$ cat src/rtl/core/adsr_pkg.sv
// Shared constants and types for the ADSR tone voice.
// Used by adsr_div, adsr_envelope_tone_voice_unit and the bench; depends on nothing.
package adsr_pkg;

  localparam int unsigned PhaseBitsDefault = 32;
  localparam int unsigned SineDepthDefault = 256;

  // Field widths
  localparam int unsigned CmdW    = 3;
  localparam int unsigned ShapeW  = 3;
  localparam int unsigned MsW     = 16;
  localparam int unsigned LevelW  = 17;
  localparam int unsigned SampleW = 16;
  localparam int unsigned AddrW   = 5;

  // Shared divider: 33-bit dividend, 16-bit divisor, one quotient bit per cycle
  localparam int unsigned DivNumW = 33;
  localparam int unsigned DivDenW = 16;

  // Shared multiplier operands
  localparam int unsigned MulAW = 33;
  localparam int unsigned MulBW = 24;
  localparam int unsigned MulPW = MulAW + MulBW;

  // Commands
  localparam logic [CmdW-1:0] CMD_SAMPLE = 3'd0;
  localparam logic [CmdW-1:0] CMD_MSTICK = 3'd1;
  localparam logic [CmdW-1:0] CMD_START  = 3'd2;
  localparam logic [CmdW-1:0] CMD_STOP   = 3'd3;
  localparam logic [CmdW-1:0] CMD_PLAY   = 3'd4;

  // Wave shapes
  localparam logic [ShapeW-1:0] SHAPE_SINE   = 3'd0;
  localparam logic [ShapeW-1:0] SHAPE_SQUARE = 3'd1;
  localparam logic [ShapeW-1:0] SHAPE_TRI    = 3'd2;
  localparam logic [ShapeW-1:0] SHAPE_SAW    = 3'd3;
  localparam logic [ShapeW-1:0] SHAPE_NOISE  = 3'd4;

  // Register indexes
  localparam logic [2:0] REG_SHAPE   = 3'd0;
  localparam logic [2:0] REG_PINC    = 3'd1;
  localparam logic [2:0] REG_ATTACK  = 3'd2;
  localparam logic [2:0] REG_DECAY   = 3'd3;
  localparam logic [2:0] REG_SUSTAIN = 3'd4;
  localparam logic [2:0] REG_RELEASE = 3'd5;
  localparam logic [2:0] REG_GAIN    = 3'd6;

  // Register reset values
  localparam logic [MsW-1:0]    ATTACK_RST  = 16'd10;
  localparam logic [MsW-1:0]    RELEASE_RST = 16'd10;
  localparam logic [LevelW-1:0] SUSTAIN_RST = 17'd65536;
  localparam logic [LevelW-1:0] GAIN_RST    = 17'd32768;

  localparam logic [LevelW-1:0] ONE_Q16  = 17'd65536;
  localparam logic [15:0]       LFSR_SEED = 16'hACE1;
  localparam logic [15:0]       LFSR_TAPS = 16'hB400;

  // Quarter-wave sine polynomial coefficients, Q16
  localparam logic [16:0] SIN_A = 17'd102944;
  localparam logic [15:0] SIN_B = 16'd42334;
  localparam logic [12:0] SIN_C = 13'd4926;
  localparam logic [7:0]  AMP_K = 8'd181;

  typedef struct packed {
    logic busy;
    logic done;
  } div_stat_t;

endpackage

$ cat src/rtl/core/adsr_div.sv
// Restoring divider shared by the envelope ramps and the noise modulo.
// One quotient bit per cycle; depends on adsr_pkg.
module adsr_div (
  input  logic                          clk_i,
  input  logic                          rst_ni,
  input  logic                          start_i,
  input  logic [adsr_pkg::DivNumW-1:0]  num_i,
  input  logic [adsr_pkg::DivDenW-1:0]  den_i,
  output adsr_pkg::div_stat_t           stat_o,
  output logic [adsr_pkg::DivNumW-1:0]  quot_o,
  output logic [adsr_pkg::DivDenW-1:0]  rem_o
);
  import adsr_pkg::*;

  localparam int unsigned CntW = $clog2(DivNumW + 1);

  logic              busy_q, busy_d;
  logic              done_q, done_d;
  logic [CntW-1:0]   cnt_q, cnt_d;
  logic [DivNumW-1:0] quot_q, quot_d;
  logic [DivDenW-1:0] rem_q, rem_d;
  logic [DivDenW-1:0] den_q, den_d;
  logic [DivDenW:0]   trial;
  logic               fits;

  assign trial = {rem_q, quot_q[DivNumW-1]};
  assign fits  = trial >= {1'b0, den_q};

  always_comb begin
    busy_d = busy_q;
    done_d = 1'b0;
    cnt_d  = cnt_q;
    quot_d = quot_q;
    rem_d  = rem_q;
    den_d  = den_q;
    if (start_i) begin
      busy_d = 1'b1;
      cnt_d  = CntW'(DivNumW);
      quot_d = num_i;
      rem_d  = '0;
      den_d  = den_i;
    end else if (busy_q) begin
      rem_d  = fits ? DivDenW'(trial - {1'b0, den_q}) : trial[DivDenW-1:0];
      quot_d = {quot_q[DivNumW-2:0], fits};
      cnt_d  = cnt_q - 1'b1;
      if (cnt_q == CntW'(1)) begin
        busy_d = 1'b0;
        done_d = 1'b1;
      end
    end
  end

  always_ff @(posedge clk_i or negedge rst_ni) begin
    if (!rst_ni) begin
      busy_q <= 1'b0;
      done_q <= 1'b0;
      cnt_q  <= '0;
    end else begin
      busy_q <= busy_d;
      done_q <= done_d;
      cnt_q  <= cnt_d;
    end
  end

  always_ff @(posedge clk_i) begin
    quot_q <= quot_d;
    rem_q  <= rem_d;
    den_q  <= den_d;
  end

  assign stat_o.busy = busy_q;
  assign stat_o.done = done_q;
  assign quot_o      = quot_q;
  assign rem_o       = rem_q;

endmodule

$ cat src/rtl/core/adsr_envelope_tone_voice_unit.sv
// Single synthesizer voice: ADSR envelope, five wave shapes, noise LFSR.
// Top level; depends on adsr_pkg and adsr_div.
//
//  channel | direction | handshake              | payload
//  in      | input     | in_valid_i/in_ready_o   | command_i, duration_ms_i
//  out     | output    | out_valid_o/out_ready_i | sample_o, sounding_o
//  apb     | input     | psel/penable, pready=1  | paddr, pwrite, pwdata, prdata
//
// Start, stop, play-for and ms ticks finish in the idle state; a sample tick with
// the voice off or a zero phase step goes from idle straight to the done state. A
// sounding sample tick runs the envelope, amplitude and wave states, and an envelope
// ramp or the noise modulo also waits on a run of the serial divider.
// in_ready_o is high only while the sequencer is idle; a finished transaction
// waits in the output register and the sequencer holds until it drains.
// Reset is asynchronous and clears all control state; no clearing pass.
module adsr_envelope_tone_voice_unit #(
  parameter int unsigned PHASE_BITS       = adsr_pkg::PhaseBitsDefault,
  parameter int unsigned SINE_TABLE_DEPTH = adsr_pkg::SineDepthDefault
) (
  input  logic                          clk_i,
  input  logic                          rst_ni,
  input  logic                          in_valid_i,
  output logic                          in_ready_o,
  input  logic [adsr_pkg::CmdW-1:0]     command_i,
  input  logic [31:0]                   duration_ms_i,
  output logic                          out_valid_o,
  input  logic                          out_ready_i,
  output logic signed [adsr_pkg::SampleW-1:0] sample_o,
  output logic                          sounding_o,
  input  logic                          psel,
  input  logic                          penable,
  input  logic                          pwrite,
  input  logic [adsr_pkg::AddrW-1:0]    paddr,
  input  logic [31:0]                   pwdata,
  output logic [31:0]                   prdata,
  output logic                          pready
);
  import adsr_pkg::*;

  localparam int unsigned IdxW = $clog2(SINE_TABLE_DEPTH);

  localparam logic [4:0] ST_IDLE  = 5'd0;
  localparam logic [4:0] ST_ENV   = 5'd1;
  localparam logic [4:0] ST_EDIV  = 5'd2;
  localparam logic [4:0] ST_EWAIT = 5'd3;
  localparam logic [4:0] ST_AMP1  = 5'd4;
  localparam logic [4:0] ST_AMP2  = 5'd5;
  localparam logic [4:0] ST_AMP3  = 5'd6;
  localparam logic [4:0] ST_AMP4  = 5'd7;
  localparam logic [4:0] ST_WAVE  = 5'd8;
  localparam logic [4:0] ST_SIN2  = 5'd9;
  localparam logic [4:0] ST_SIN3  = 5'd10;
  localparam logic [4:0] ST_SIN4  = 5'd11;
  localparam logic [4:0] ST_SIN5  = 5'd12;
  localparam logic [4:0] ST_SCALE = 5'd13;
  localparam logic [4:0] ST_NWAIT = 5'd14;
  localparam logic [4:0] ST_DONE  = 5'd15;

  localparam logic [1:0] EM_ATK = 2'd0;
  localparam logic [1:0] EM_DEC = 2'd1;
  localparam logic [1:0] EM_REL = 2'd2;

  localparam logic [1:0] SH_16 = 2'd0;
  localparam logic [1:0] SH_30 = 2'd1;
  localparam logic [1:0] SH_31 = 2'd2;

  // Configuration registers
  logic [ShapeW-1:0] shape_q;
  logic [31:0]       pinc_q;
  logic [MsW-1:0]    attack_q, decay_q, release_q;
  logic [LevelW-1:0] sustain_q, gain_q;

  // Voice state
  logic [4:0]            state_q, state_d;
  logic [PHASE_BITS-1:0] phase_q, phase_d;
  logic [31:0]           elapsed_q, elapsed_d;
  logic [31:0]           stop_at_q, stop_at_d;
  logic                  armed_q, armed_d;
  logic                  playing_q, playing_d;
  logic [15:0]           lfsr_q, lfsr_d;
  logic                  out_valid_q, out_valid_d;
  logic [SampleW-1:0]    sample_q, sample_d;
  logic                  sounding_q, sounding_d;

  // Work registers
  logic [1:0]         emode_q, emode_d;
  logic [LevelW-1:0]  env_q, env_d;
  logic [15:0]        amp_q, amp_d;
  logic [16:0]        xs_q, xs_d;
  logic [16:0]        x2_q, x2_d;
  logic               neg_q, neg_d;
  logic [1:0]         sh_q, sh_d;
  logic [SampleW-1:0] res_q, res_d;
  logic               on_q, on_d;
  logic [MulPW-1:0]   mul_q;
  logic [MulAW-1:0]   mul_a;
  logic [MulBW-1:0]   mul_b;

  // Divider
  logic               div_start;
  logic [DivNumW-1:0] div_num;
  logic [DivDenW-1:0] div_den;
  div_stat_t          div_stat;
  logic [DivNumW-1:0] div_quot;
  logic [DivDenW-1:0] div_rem;

  adsr_div u_div (
    .clk_i  (clk_i),
    .rst_ni (rst_ni),
    .start_i(div_start),
    .num_i  (div_num),
    .den_i  (div_den),
    .stat_o (div_stat),
    .quot_o (div_quot),
    .rem_o  (div_rem)
  );

  // Envelope decisions
  logic [LevelW-1:0] sus, gain;
  logic [31:0]       s_rel;
  logic              rel_act, rel_end, in_atk, in_dec;
  logic [16:0]       ad_sum;
  logic [17:0]       adr_sum;
  logic [32:0]       e_plus10;
  logic [31:0]       len_play;

  assign sus      = (sustain_q > ONE_Q16) ? ONE_Q16 : sustain_q;
  assign gain     = (gain_q > ONE_Q16) ? ONE_Q16 : gain_q;
  assign rel_act  = armed_q && (elapsed_q > stop_at_q);
  assign s_rel    = elapsed_q - stop_at_q;
  assign rel_end  = s_rel >= {16'd0, release_q};
  assign in_atk   = elapsed_q < {16'd0, attack_q};
  assign ad_sum   = {1'b0, attack_q} + {1'b0, decay_q};
  assign adr_sum  = {1'b0, ad_sum} + {2'b0, release_q};
  assign in_dec   = (decay_q != '0) && (sus < ONE_Q16) && (elapsed_q < {15'd0, ad_sum});
  assign e_plus10 = {1'b0, elapsed_q} + 33'd10;
  assign len_play = (duration_ms_i > {14'd0, adr_sum}) ? duration_ms_i : {14'd0, adr_sum};

  // Phase views
  logic [31:0]     p32;
  logic [IdxW-1:0] kidx;
  logic [1:0]      quad;
  logic [16:0]     xr, xs;
  logic [32:0]     tri_m, saw_m;
  logic            tri_neg, saw_neg;

  assign p32  = 32'(phase_q) << (32 - PHASE_BITS);
  assign kidx = p32[31 -: IdxW];
  assign quad = kidx[IdxW-1 -: 2];
  assign xr   = 17'(kidx[IdxW-3:0]) << (18 - IdxW);
  assign xs   = quad[0] ? (ONE_Q16 - xr) : xr;

  always_comb begin
    if (p32[31:30] == 2'b00) begin
      tri_m   = {1'b0, p32};
      tri_neg = 1'b0;
    end else if (p32 <= 32'h8000_0000) begin
      tri_m   = 33'h0_8000_0000 - {1'b0, p32};
      tri_neg = 1'b0;
    end else if (p32 < 32'hC000_0000) begin
      tri_m   = {1'b0, p32} - 33'h0_8000_0000;
      tri_neg = 1'b1;
    end else begin
      tri_m   = 33'h1_0000_0000 - {1'b0, p32};
      tri_neg = 1'b1;
    end
  end

  assign saw_neg = p32[31];
  assign saw_m   = saw_neg ? (33'h1_0000_0000 - {1'b0, p32}) : {1'b0, p32};

  logic [15:0] lfsr_step;
  assign lfsr_step = lfsr_q[0] ? ((lfsr_q >> 1) ^ LFSR_TAPS) : (lfsr_q >> 1);

  // Sine polynomial intermediates taken from the multiplier register
  logic [16:0] t_val, u_val, y_val;
  logic [18:0] y_raw;
  assign t_val = 17'(SIN_B) - mul_q[32:16];
  assign u_val = SIN_A - mul_q[32:16];
  assign y_raw = mul_q[34:16];
  assign y_val = (y_raw > 19'(ONE_Q16)) ? ONE_Q16 : y_raw[16:0];

  logic [SampleW-1:0] scale_v;
  always_comb begin
    case (sh_q)
      SH_30:   scale_v = mul_q[45:30];
      SH_31:   scale_v = mul_q[46:31];
      default: scale_v = mul_q[31:16];
    endcase
  end

  // Shared multiplier operand select
  always_comb begin
    mul_a = '0;
    mul_b = '0;
    case (state_q)
      ST_ENV: begin
        if (rel_act) begin
          mul_a = MulAW'(s_rel[15:0]);
          mul_b = MulBW'(sus);
        end else begin
          mul_a = MulAW'(16'(elapsed_q - {16'd0, attack_q}));
          mul_b = MulBW'(ONE_Q16 - sus);
        end
      end
      ST_AMP1: begin
        mul_a = MulAW'(gain);
        mul_b = MulBW'(env_q);
      end
      ST_AMP2: begin
        mul_a = mul_q[32:0];
        mul_b = MulBW'(AMP_K);
      end
      ST_AMP3: begin
        mul_a = MulAW'(mul_q[39:16]);
        mul_b = mul_q[39:16];
      end
      ST_WAVE: begin
        case (shape_q)
          SHAPE_SINE: begin
            mul_a = MulAW'(xs);
            mul_b = MulBW'(xs);
          end
          SHAPE_TRI: begin
            mul_a = tri_m;
            mul_b = MulBW'(amp_q);
          end
          SHAPE_SAW: begin
            mul_a = saw_m;
            mul_b = MulBW'(amp_q);
          end
          default: begin
            mul_a = '0;
            mul_b = '0;
          end
        endcase
      end
      ST_SIN2: begin
        mul_a = MulAW'(SIN_C);
        mul_b = MulBW'(mul_q[32:16]);
      end
      ST_SIN3: begin
        mul_a = MulAW'(x2_q);
        mul_b = MulBW'(t_val);
      end
      ST_SIN4: begin
        mul_a = MulAW'(xs_q);
        mul_b = MulBW'(u_val);
      end
      ST_SIN5: begin
        mul_a = MulAW'(y_val);
        mul_b = MulBW'(amp_q);
      end
      default: begin
        mul_a = '0;
        mul_b = '0;
      end
    endcase
  end

  always_ff @(posedge clk_i) begin
    mul_q <= mul_a * mul_b;
  end

  // Sequencer
  always_comb begin
    state_d     = state_q;
    phase_d     = phase_q;
    elapsed_d   = elapsed_q;
    stop_at_d   = stop_at_q;
    armed_d     = armed_q;
    playing_d   = playing_q;
    lfsr_d      = lfsr_q;
    out_valid_d = out_valid_q;
    sample_d    = sample_q;
    sounding_d  = sounding_q;
    emode_d     = emode_q;
    env_d       = env_q;
    amp_d       = amp_q;
    xs_d        = xs_q;
    x2_d        = x2_q;
    neg_d       = neg_q;
    sh_d        = sh_q;
    res_d       = res_q;
    on_d        = on_q;
    div_start   = 1'b0;
    div_num     = '0;
    div_den     = '0;

    if (out_valid_q && out_ready_i) out_valid_d = 1'b0;

    case (state_q)
      ST_IDLE: begin
        if (in_valid_i) begin
          case (command_i)
            CMD_SAMPLE: begin
              if (playing_q && (pinc_q != '0)) begin
                on_d    = 1'b1;
                state_d = ST_ENV;
              end else begin
                on_d    = 1'b0;
                res_d   = '0;
                state_d = ST_DONE;
              end
            end
            CMD_MSTICK: begin
              if (playing_q && (elapsed_q != 32'hFFFF_FFFF)) elapsed_d = elapsed_q + 32'd1;
            end
            CMD_START: begin
              playing_d = 1'b1;
              elapsed_d = '0;
              armed_d   = 1'b0;
              stop_at_d = '0;
              phase_d   = '0;
            end
            CMD_STOP: begin
              if (playing_q) begin
                if (elapsed_q > {15'd0, ad_sum}) begin
                  stop_at_d = e_plus10[32] ? 32'hFFFF_FFFF : e_plus10[31:0];
                end else begin
                  stop_at_d = {15'd0, ad_sum};
                end
                armed_d = 1'b1;
              end
            end
            CMD_PLAY: begin
              playing_d = 1'b1;
              elapsed_d = '0;
              stop_at_d = len_play;
              armed_d   = 1'b1;
              phase_d   = '0;
            end
            default: begin
            end
          endcase
        end
      end
      ST_ENV: begin
        if (rel_act && rel_end) begin
          // release ran out: end the voice, this sample comes out zero
          playing_d = 1'b0;
          armed_d   = 1'b0;
          stop_at_d = '0;
          env_d     = '0;
          state_d   = ST_AMP1;
        end else if (rel_act) begin
          emode_d = EM_REL;
          state_d = ST_EDIV;
        end else if (in_atk) begin
          emode_d = EM_ATK;
          state_d = ST_EDIV;
        end else if (in_dec) begin
          emode_d = EM_DEC;
          state_d = ST_EDIV;
        end else begin
          env_d   = sus;
          state_d = ST_AMP1;
        end
      end
      ST_EDIV: begin
        div_start = 1'b1;
        case (emode_q)
          EM_ATK: begin
            div_num = {1'b0, elapsed_q[15:0], 16'd0};
            div_den = attack_q;
          end
          EM_DEC: begin
            div_num = mul_q[DivNumW-1:0];
            div_den = decay_q;
          end
          default: begin
            div_num = mul_q[DivNumW-1:0];
            div_den = release_q;
          end
        endcase
        state_d = ST_EWAIT;
      end
      ST_EWAIT: begin
        if (div_stat.done) begin
          case (emode_q)
            EM_ATK:  env_d = div_quot[LevelW-1:0];
            EM_DEC:  env_d = ONE_Q16 - div_quot[LevelW-1:0];
            default: env_d = sus - div_quot[LevelW-1:0];
          endcase
          state_d = ST_AMP1;
        end
      end
      ST_AMP1: state_d = ST_AMP2;
      ST_AMP2: state_d = ST_AMP3;
      ST_AMP3: state_d = ST_AMP4;
      ST_AMP4: begin
        amp_d   = mul_q[47:32];
        state_d = ST_WAVE;
      end
      ST_WAVE: begin
        // sample uses the phase before this step
        phase_d = phase_q + pinc_q[31 -: PHASE_BITS];
        case (shape_q)
          SHAPE_SINE: begin
            xs_d    = xs;
            neg_d   = quad[1];
            sh_d    = SH_16;
            state_d = ST_SIN2;
          end
          SHAPE_SQUARE: begin
            res_d   = (p32 > 32'h8000_0000) ? (16'd0 - amp_q) : amp_q;
            state_d = ST_DONE;
          end
          SHAPE_TRI: begin
            neg_d   = tri_neg;
            sh_d    = SH_30;
            state_d = ST_SCALE;
          end
          SHAPE_SAW: begin
            neg_d   = saw_neg;
            sh_d    = SH_31;
            state_d = ST_SCALE;
          end
          SHAPE_NOISE: begin
            lfsr_d = lfsr_step;
            if (amp_q == '0) begin
              res_d   = '0;
              state_d = ST_DONE;
            end else begin
              div_start = 1'b1;
              div_num   = DivNumW'(lfsr_step);
              div_den   = DivDenW'({amp_q, 1'b0});
              state_d   = ST_NWAIT;
            end
          end
          default: begin
            res_d   = '0;
            state_d = ST_DONE;
          end
        endcase
      end
      ST_SIN2: begin
        x2_d    = mul_q[32:16];
        state_d = ST_SIN3;
      end
      ST_SIN3: state_d = ST_SIN4;
      ST_SIN4: state_d = ST_SIN5;
      ST_SIN5: state_d = ST_SCALE;
      ST_SCALE: begin
        res_d   = neg_q ? (16'd0 - scale_v) : scale_v;
        state_d = ST_DONE;
      end
      ST_NWAIT: begin
        if (div_stat.done) begin
          res_d   = div_rem - amp_q;
          state_d = ST_DONE;
        end
      end
      ST_DONE: begin
        // hold until the output register is free
        if (!out_valid_q || out_ready_i) begin
          out_valid_d = 1'b1;
          sample_d    = res_q;
          sounding_d  = on_q;
          state_d     = ST_IDLE;
        end
      end
      default: state_d = ST_IDLE;
    endcase
  end

  always_ff @(posedge clk_i or negedge rst_ni) begin
    if (!rst_ni) begin
      state_q     <= ST_IDLE;
      phase_q     <= '0;
      elapsed_q   <= '0;
      stop_at_q   <= '0;
      armed_q     <= 1'b0;
      playing_q   <= 1'b0;
      lfsr_q      <= LFSR_SEED;
      out_valid_q <= 1'b0;
    end else begin
      state_q     <= state_d;
      phase_q     <= phase_d;
      elapsed_q   <= elapsed_d;
      stop_at_q   <= stop_at_d;
      armed_q     <= armed_d;
      playing_q   <= playing_d;
      lfsr_q      <= lfsr_d;
      out_valid_q <= out_valid_d;
    end
  end

  always_ff @(posedge clk_i) begin
    sample_q   <= sample_d;
    sounding_q <= sounding_d;
    emode_q    <= emode_d;
    env_q      <= env_d;
    amp_q      <= amp_d;
    xs_q       <= xs_d;
    x2_q       <= x2_d;
    neg_q      <= neg_d;
    sh_q       <= sh_d;
    res_q      <= res_d;
    on_q       <= on_d;
  end

  // Configuration port
  logic       cfg_we;
  logic [2:0] cfg_idx;
  assign cfg_we  = psel && penable && pwrite;
  assign cfg_idx = paddr[AddrW-1:2];
  assign pready  = 1'b1;

  always_ff @(posedge clk_i or negedge rst_ni) begin
    if (!rst_ni) begin
      shape_q   <= SHAPE_SINE;
      pinc_q    <= '0;
      attack_q  <= ATTACK_RST;
      decay_q   <= '0;
      sustain_q <= SUSTAIN_RST;
      release_q <= RELEASE_RST;
      gain_q    <= GAIN_RST;
    end else if (cfg_we) begin
      case (cfg_idx)
        REG_SHAPE:   shape_q   <= pwdata[ShapeW-1:0];
        REG_PINC:    pinc_q    <= pwdata;
        REG_ATTACK:  attack_q  <= pwdata[MsW-1:0];
        REG_DECAY:   decay_q   <= pwdata[MsW-1:0];
        REG_SUSTAIN: sustain_q <= pwdata[LevelW-1:0];
        REG_RELEASE: release_q <= pwdata[MsW-1:0];
        REG_GAIN:    gain_q    <= pwdata[LevelW-1:0];
        default: begin
        end
      endcase
    end
  end

  always_comb begin
    case (cfg_idx)
      REG_SHAPE:   prdata = 32'(shape_q);
      REG_PINC:    prdata = pinc_q;
      REG_ATTACK:  prdata = 32'(attack_q);
      REG_DECAY:   prdata = 32'(decay_q);
      REG_SUSTAIN: prdata = 32'(sustain_q);
      REG_RELEASE: prdata = 32'(release_q);
      REG_GAIN:    prdata = 32'(gain_q);
      default:     prdata = '0;
    endcase
  end

  assign in_ready_o  = (state_q == ST_IDLE);
  assign out_valid_o = out_valid_q;
  assign sample_o    = sample_q;
  assign sounding_o  = sounding_q;

`ifndef SYNTHESIS
  a_div_start_idle: assert property (@(posedge clk_i) disable iff (!rst_ni)
    div_start |-> !div_stat.busy)
    else $error("divider restarted while busy");

  a_armed_needs_play: assert property (@(posedge clk_i) disable iff (!rst_ni)
    armed_q |-> playing_q)
    else $error("stop armed on an idle voice");

  a_amp_range: assert property (@(posedge clk_i) disable iff (!rst_ni)
    (state_q == ST_WAVE) |-> (amp_q <= 16'd32761))
    else $error("amplitude out of range");

  a_env_range: assert property (@(posedge clk_i) disable iff (!rst_ni)
    (state_q == ST_AMP1) |-> (env_q <= ONE_Q16))
    else $error("envelope above one");

  a_done_waits_div: assert property (@(posedge clk_i) disable iff (!rst_ni)
    ((state_q == ST_EWAIT) || (state_q == ST_NWAIT)) && !div_stat.done
      |-> div_stat.busy)
    else $error("waiting on an idle divider");
`endif

endmodule

$ cat config.mk
export PLATFORM = sky130hd
export DESIGN_NAME = adsr_envelope_tone_voice_unit
export DESIGN_NICKNAME = d
export VERILOG_FILES = /design/src/rtl/core/adsr_pkg.sv /design/src/rtl/core/adsr_div.sv /design/src/rtl/core/adsr_envelope_tone_voice_unit.sv
export SDC_FILE = /design/constraint.sdc
export NUM_CORES = 2
export LEC_CHECK = 0
export BUFFER_PORTS_ARGS = -buffer_cell sky130_fd_sc_hd__buf_4
export CAP_MARGIN = 20
export CORE_ASPECT_RATIO = 0.8
export CORE_MARGIN = 2
export CORE_UTILIZATION = 37
export CTS_CLUSTER_SIZE = 16
export DETAILED_ROUTE_END_ITERATION = 10
export GPL_ROUTABILITY_DRIVEN = 0
export PLACE_DENSITY = 0.55
export SLEW_MARGIN = 30
export SYNTH_ARGS = -nofsm -noshare
export SYNTH_HDL_FRONTEND = slang
export SYNTH_SLANG_ARGS = --single-unit
$ cat constraint.sdc
create_clock -name clk_i -period 10.39 [get_ports clk_i]
set_clock_uncertainty 0.2 [all_clocks]
set_input_delay 2.078 -clock clk_i [delete_from_list [all_inputs] [get_ports clk_i]]
set_output_delay 2.078 -clock clk_i [all_outputs]
set_load 0.1 [all_outputs]
==> run metrics <==
number of enable flip-flop cells after synthesis=about 150; clk_lat worst skew=0.63 ns; Post-synth top cells=1066 x inv_1, 815 x nand2_1, 655 x fa_1; post-synthesis mux area share=3.747%; Sw Share=between 50% and 60%; Slowest Stage Delay on Critical Path=a little over 0.6 ns; design area=66620 um2; slowest stage cell, crit path=fa_1; DRC viols=0; Syn Area/Cell=8.630 um2; Int Power=11.02 mW; Iteration-0 DRC Markers=about 6000; Tot GR Track Use=~27%; first-pass GRT wire length=around 320000 um; P_leak=31.55 nW; Hold Violations, Final=0; Post-Synthesis Cells=around 6600; Total Wirelength=between 200000 and 250000 um; area share of the largest cell type after synthesis=23.17%; GRT Residual Overflow=0; fin crit period=between 10 and 15 ns; vias in the first global route=between 40000 and 50000; DRT Pass-1 Iters=7; Slew Limit Fails=0; Die Y=353.8 um; status=finished with violations; complex-gate fraction of the synthesized area=between 10% and 20%; WP data arrival=10.77 ns; initial core utilization=roughly 37%; Die ar.=~160000 um2; Setup crit start kind=register; Synth warnings=0; adder-cell area share of the yosys netlist=a little under a third; register area share after synthesis=20.77%; Finished Core Util=43.79%; Critical Path RT=around 11 ns; io pins=roughly 130; Clk pwr share=around 8.0%; root buf cell=clkbuf_16; DP HPWL=between 150000 and 200000 um; fin nets=a little over 8000; share of cells above drive strength 1=16.75%; failing checks=negative setup slack; IO Port Bufs=~130; combinational fraction of design power=between 70% and 80%; top_reg_cell synth=dfrtp_1; Area contributors post-synth=fa_1 23%, dfrtp_1 10%, ha_1 8.2%, edfxtp_1 7.7%, inv_1 7.1%; Vias/cell=~5.5; Core ar.=~150000 um2; Synth cell types=a little over 100; number of synthesized register bits=453; clock transition time at the flip-flop clock pins of the worst setup and hold paths=roughly 0.070 ns; largest family of logic cells by synthesized area=adder cells; Psw=around 12 mW; top-count cell post-synth=inv_1; critical path peak fanout=11; Fmax=roughly 0.096 GHz; Avg WL per Cell=23.58 um; XOR/XNOR Fraction of Synth Area=4.704%; Hold WC Path Type=reg -> reg; H-tree Lvls=2; Rows=~130; Sequential Power Share=between 10% and 20%; CTS sink cnt=between 400 and 500; RSZ-0062 raised after global routing=yes; largest net degree at the start of global routing=131; CTS Buf Count=a little under 50; CP Capture Type=register; Via Count=about 50000; crit share post-route=100.6%; Die Span X=between 400 and 500 um; DP Area=63680 um2; Finish-stage setup viols=3; clk buf depth=3; Final ANT Viol Nets=0; pwr/cell area=350.1 nW/um2; count of hold-fix buffers inserted at cts=0; Synth-to-Final Area Change=17.70%; r2r setup slk=-0.06 ns; area leader, netlist=fa_1; worst slew pin tran=~1.1 ns; Max-slew headroom=between 20% and 30%; Async S/R FF share, synth=between 50% and 60%; Post-Synth Simple-Gate Area=between 15 and 20%; peak supply drop=~0.00038 V; antenna violations before repair=9; Most common cell on crit path=fa_1; Mapped Area=between 50000 and 60000 um2; Worst Setup Slack, final=-0.06233 ns; # Max-Cap Violations=0; CP Class=reg -> reg; CTS tree=yes
-- registers in the layout (all words and copies together) (netlist names), 3 cells and up --
signal / flops
mul_q: 48
u_div.quot_o: 33
elapsed_q: 32
p32: 32
pinc_q: 32
stop_at_q: 32
env_q: 17
gain_q: 17
sustain_q: 17
x2_q: 17
amp_q: 16
attack_q: 16
decay_q: 16
lfsr_q: 16
release_q: 16
res_q: 16
sample_o: 16
u_div.den_q: 16
u_div.rem_o: 16
xs_q: 7
u_div.cnt_q: 6
state_q: 4
shape_q: 3
-- kinds of logic after synthesis --
kind of cell,Yosys count
flip-flops,453
other,2
XOR/XNOR,304
AND/OR/NAND/NOR,1956
AO/OA/AOI/OAI,1231
adder cells (fa/ha/maj),1024
buffers and inverters,1395
multiplexers,194
-- critical path: cells and delay by family, from the launching register on --
family | cells | cell delay, ns
adders and majority gates | 10 | 4.33
AOI/OAI and AO/OA | 17 | 3.82
buffers and inverters | 9 | 0.96
DFF | 1 | 0.39
and+or+nand+nor | 3 | 0.37
xor gates and xnor gates | 2 | 0.25
-- final cells by class --
cell class | count | area, um2
Multi-Input combinational cell | 4738 | 40510
Timing Repair Buffer | 731 | 6128
Antenna cell | 3 | 7.507
Clock buffer | 56 | 1294
Sequential cell | 453 | 11760
Tap cell | 2015 | 2521
Clock inverter | 33 | 330.3
Timing Repair inverter | 1 | 7.507
Inverter | 1082 | 4064
Fill cell | 15100 | 85520
-- final timing paths --
kind                                    from             to  depth (start not counted)
worst min-delay path               mul_q[47]      amp_q[15]                          0
worst min register to register     mul_q[47]      amp_q[15]                          0
min in group asynchronous             rst_ni   release_q[5]                          1
worst max-delay path            elapsed_q[0]      mul_q[44]                         41
max in group asynchronous             rst_ni  stop_at_q[12]                          2
worst max register to register  elapsed_q[0]      mul_q[44]                         41
-- through the flow --
step           worst slack, ns  cells  TNS, ns  power (mW)  hold slack [ns]
2_1_floorplan         0.006087   6586        0       13.19           0.1855
4_1_cts               0.004399   9090        0       22.68           0.2182
5_1_grt                -0.3411   9109   -1.607       25.10           0.2288
3_3_place_gp           -0.4487   8968   -2.832       19.89           0.2028
3_5_place_dp           -0.4790   8968   -3.253       20.08           0.1971
6_report              -0.06233   9112  -0.1370       23.32           0.2160
-- power by group through the flow --
stage	clock network [mW]	registers, mW	logic, mW
detailed placement	0	3.03	17.0
global placement	0	3.02	16.9
CTS	1.88	3.00	17.8
floorplan	0	2.89	10.3
finish	1.86	3.02	18.4
global route	1.96	3.06	20.1
-- placed cells by master (no fill, tap or decap), types with 118 or more instances in the layout --
cell type and instances:
nand2_1 806, edfxtp_1 145, dfrtp_1 230, o21ai_0 263
xnor2_1 182, ha_1 352, nor2_1 444, a21oi_1 315
xor2_1 118, fa_1 635, inv_1 1044, mux2_2 123
buf_4 662
-- metal layers --
layer | vias up | wire length (um) | track usage (%)
li1 | 22520 | - | -
met1 | 25090 | 98280 | 41.34
met2 | 2315 | 85980 | 38.07
met3 | 307 | 24290 | 7.520
met4 | 10 | 6251 | 6.810
met5 | - | 75 | 0
-- what timing repair did --
| item | CTS | global route |
|---|---|---|
| hold endpoints to repair | 0 | 0 |
| gates cloned | 2 | 1 |
| pin swaps | 82 | 73 |
| setup endpoints to repair | 11 | 15 |
| gates resized for setup | 107 | 96 |
| setup buffers | 33 | 16 |
Note: power is estimated with default switching activity, not from simulation.
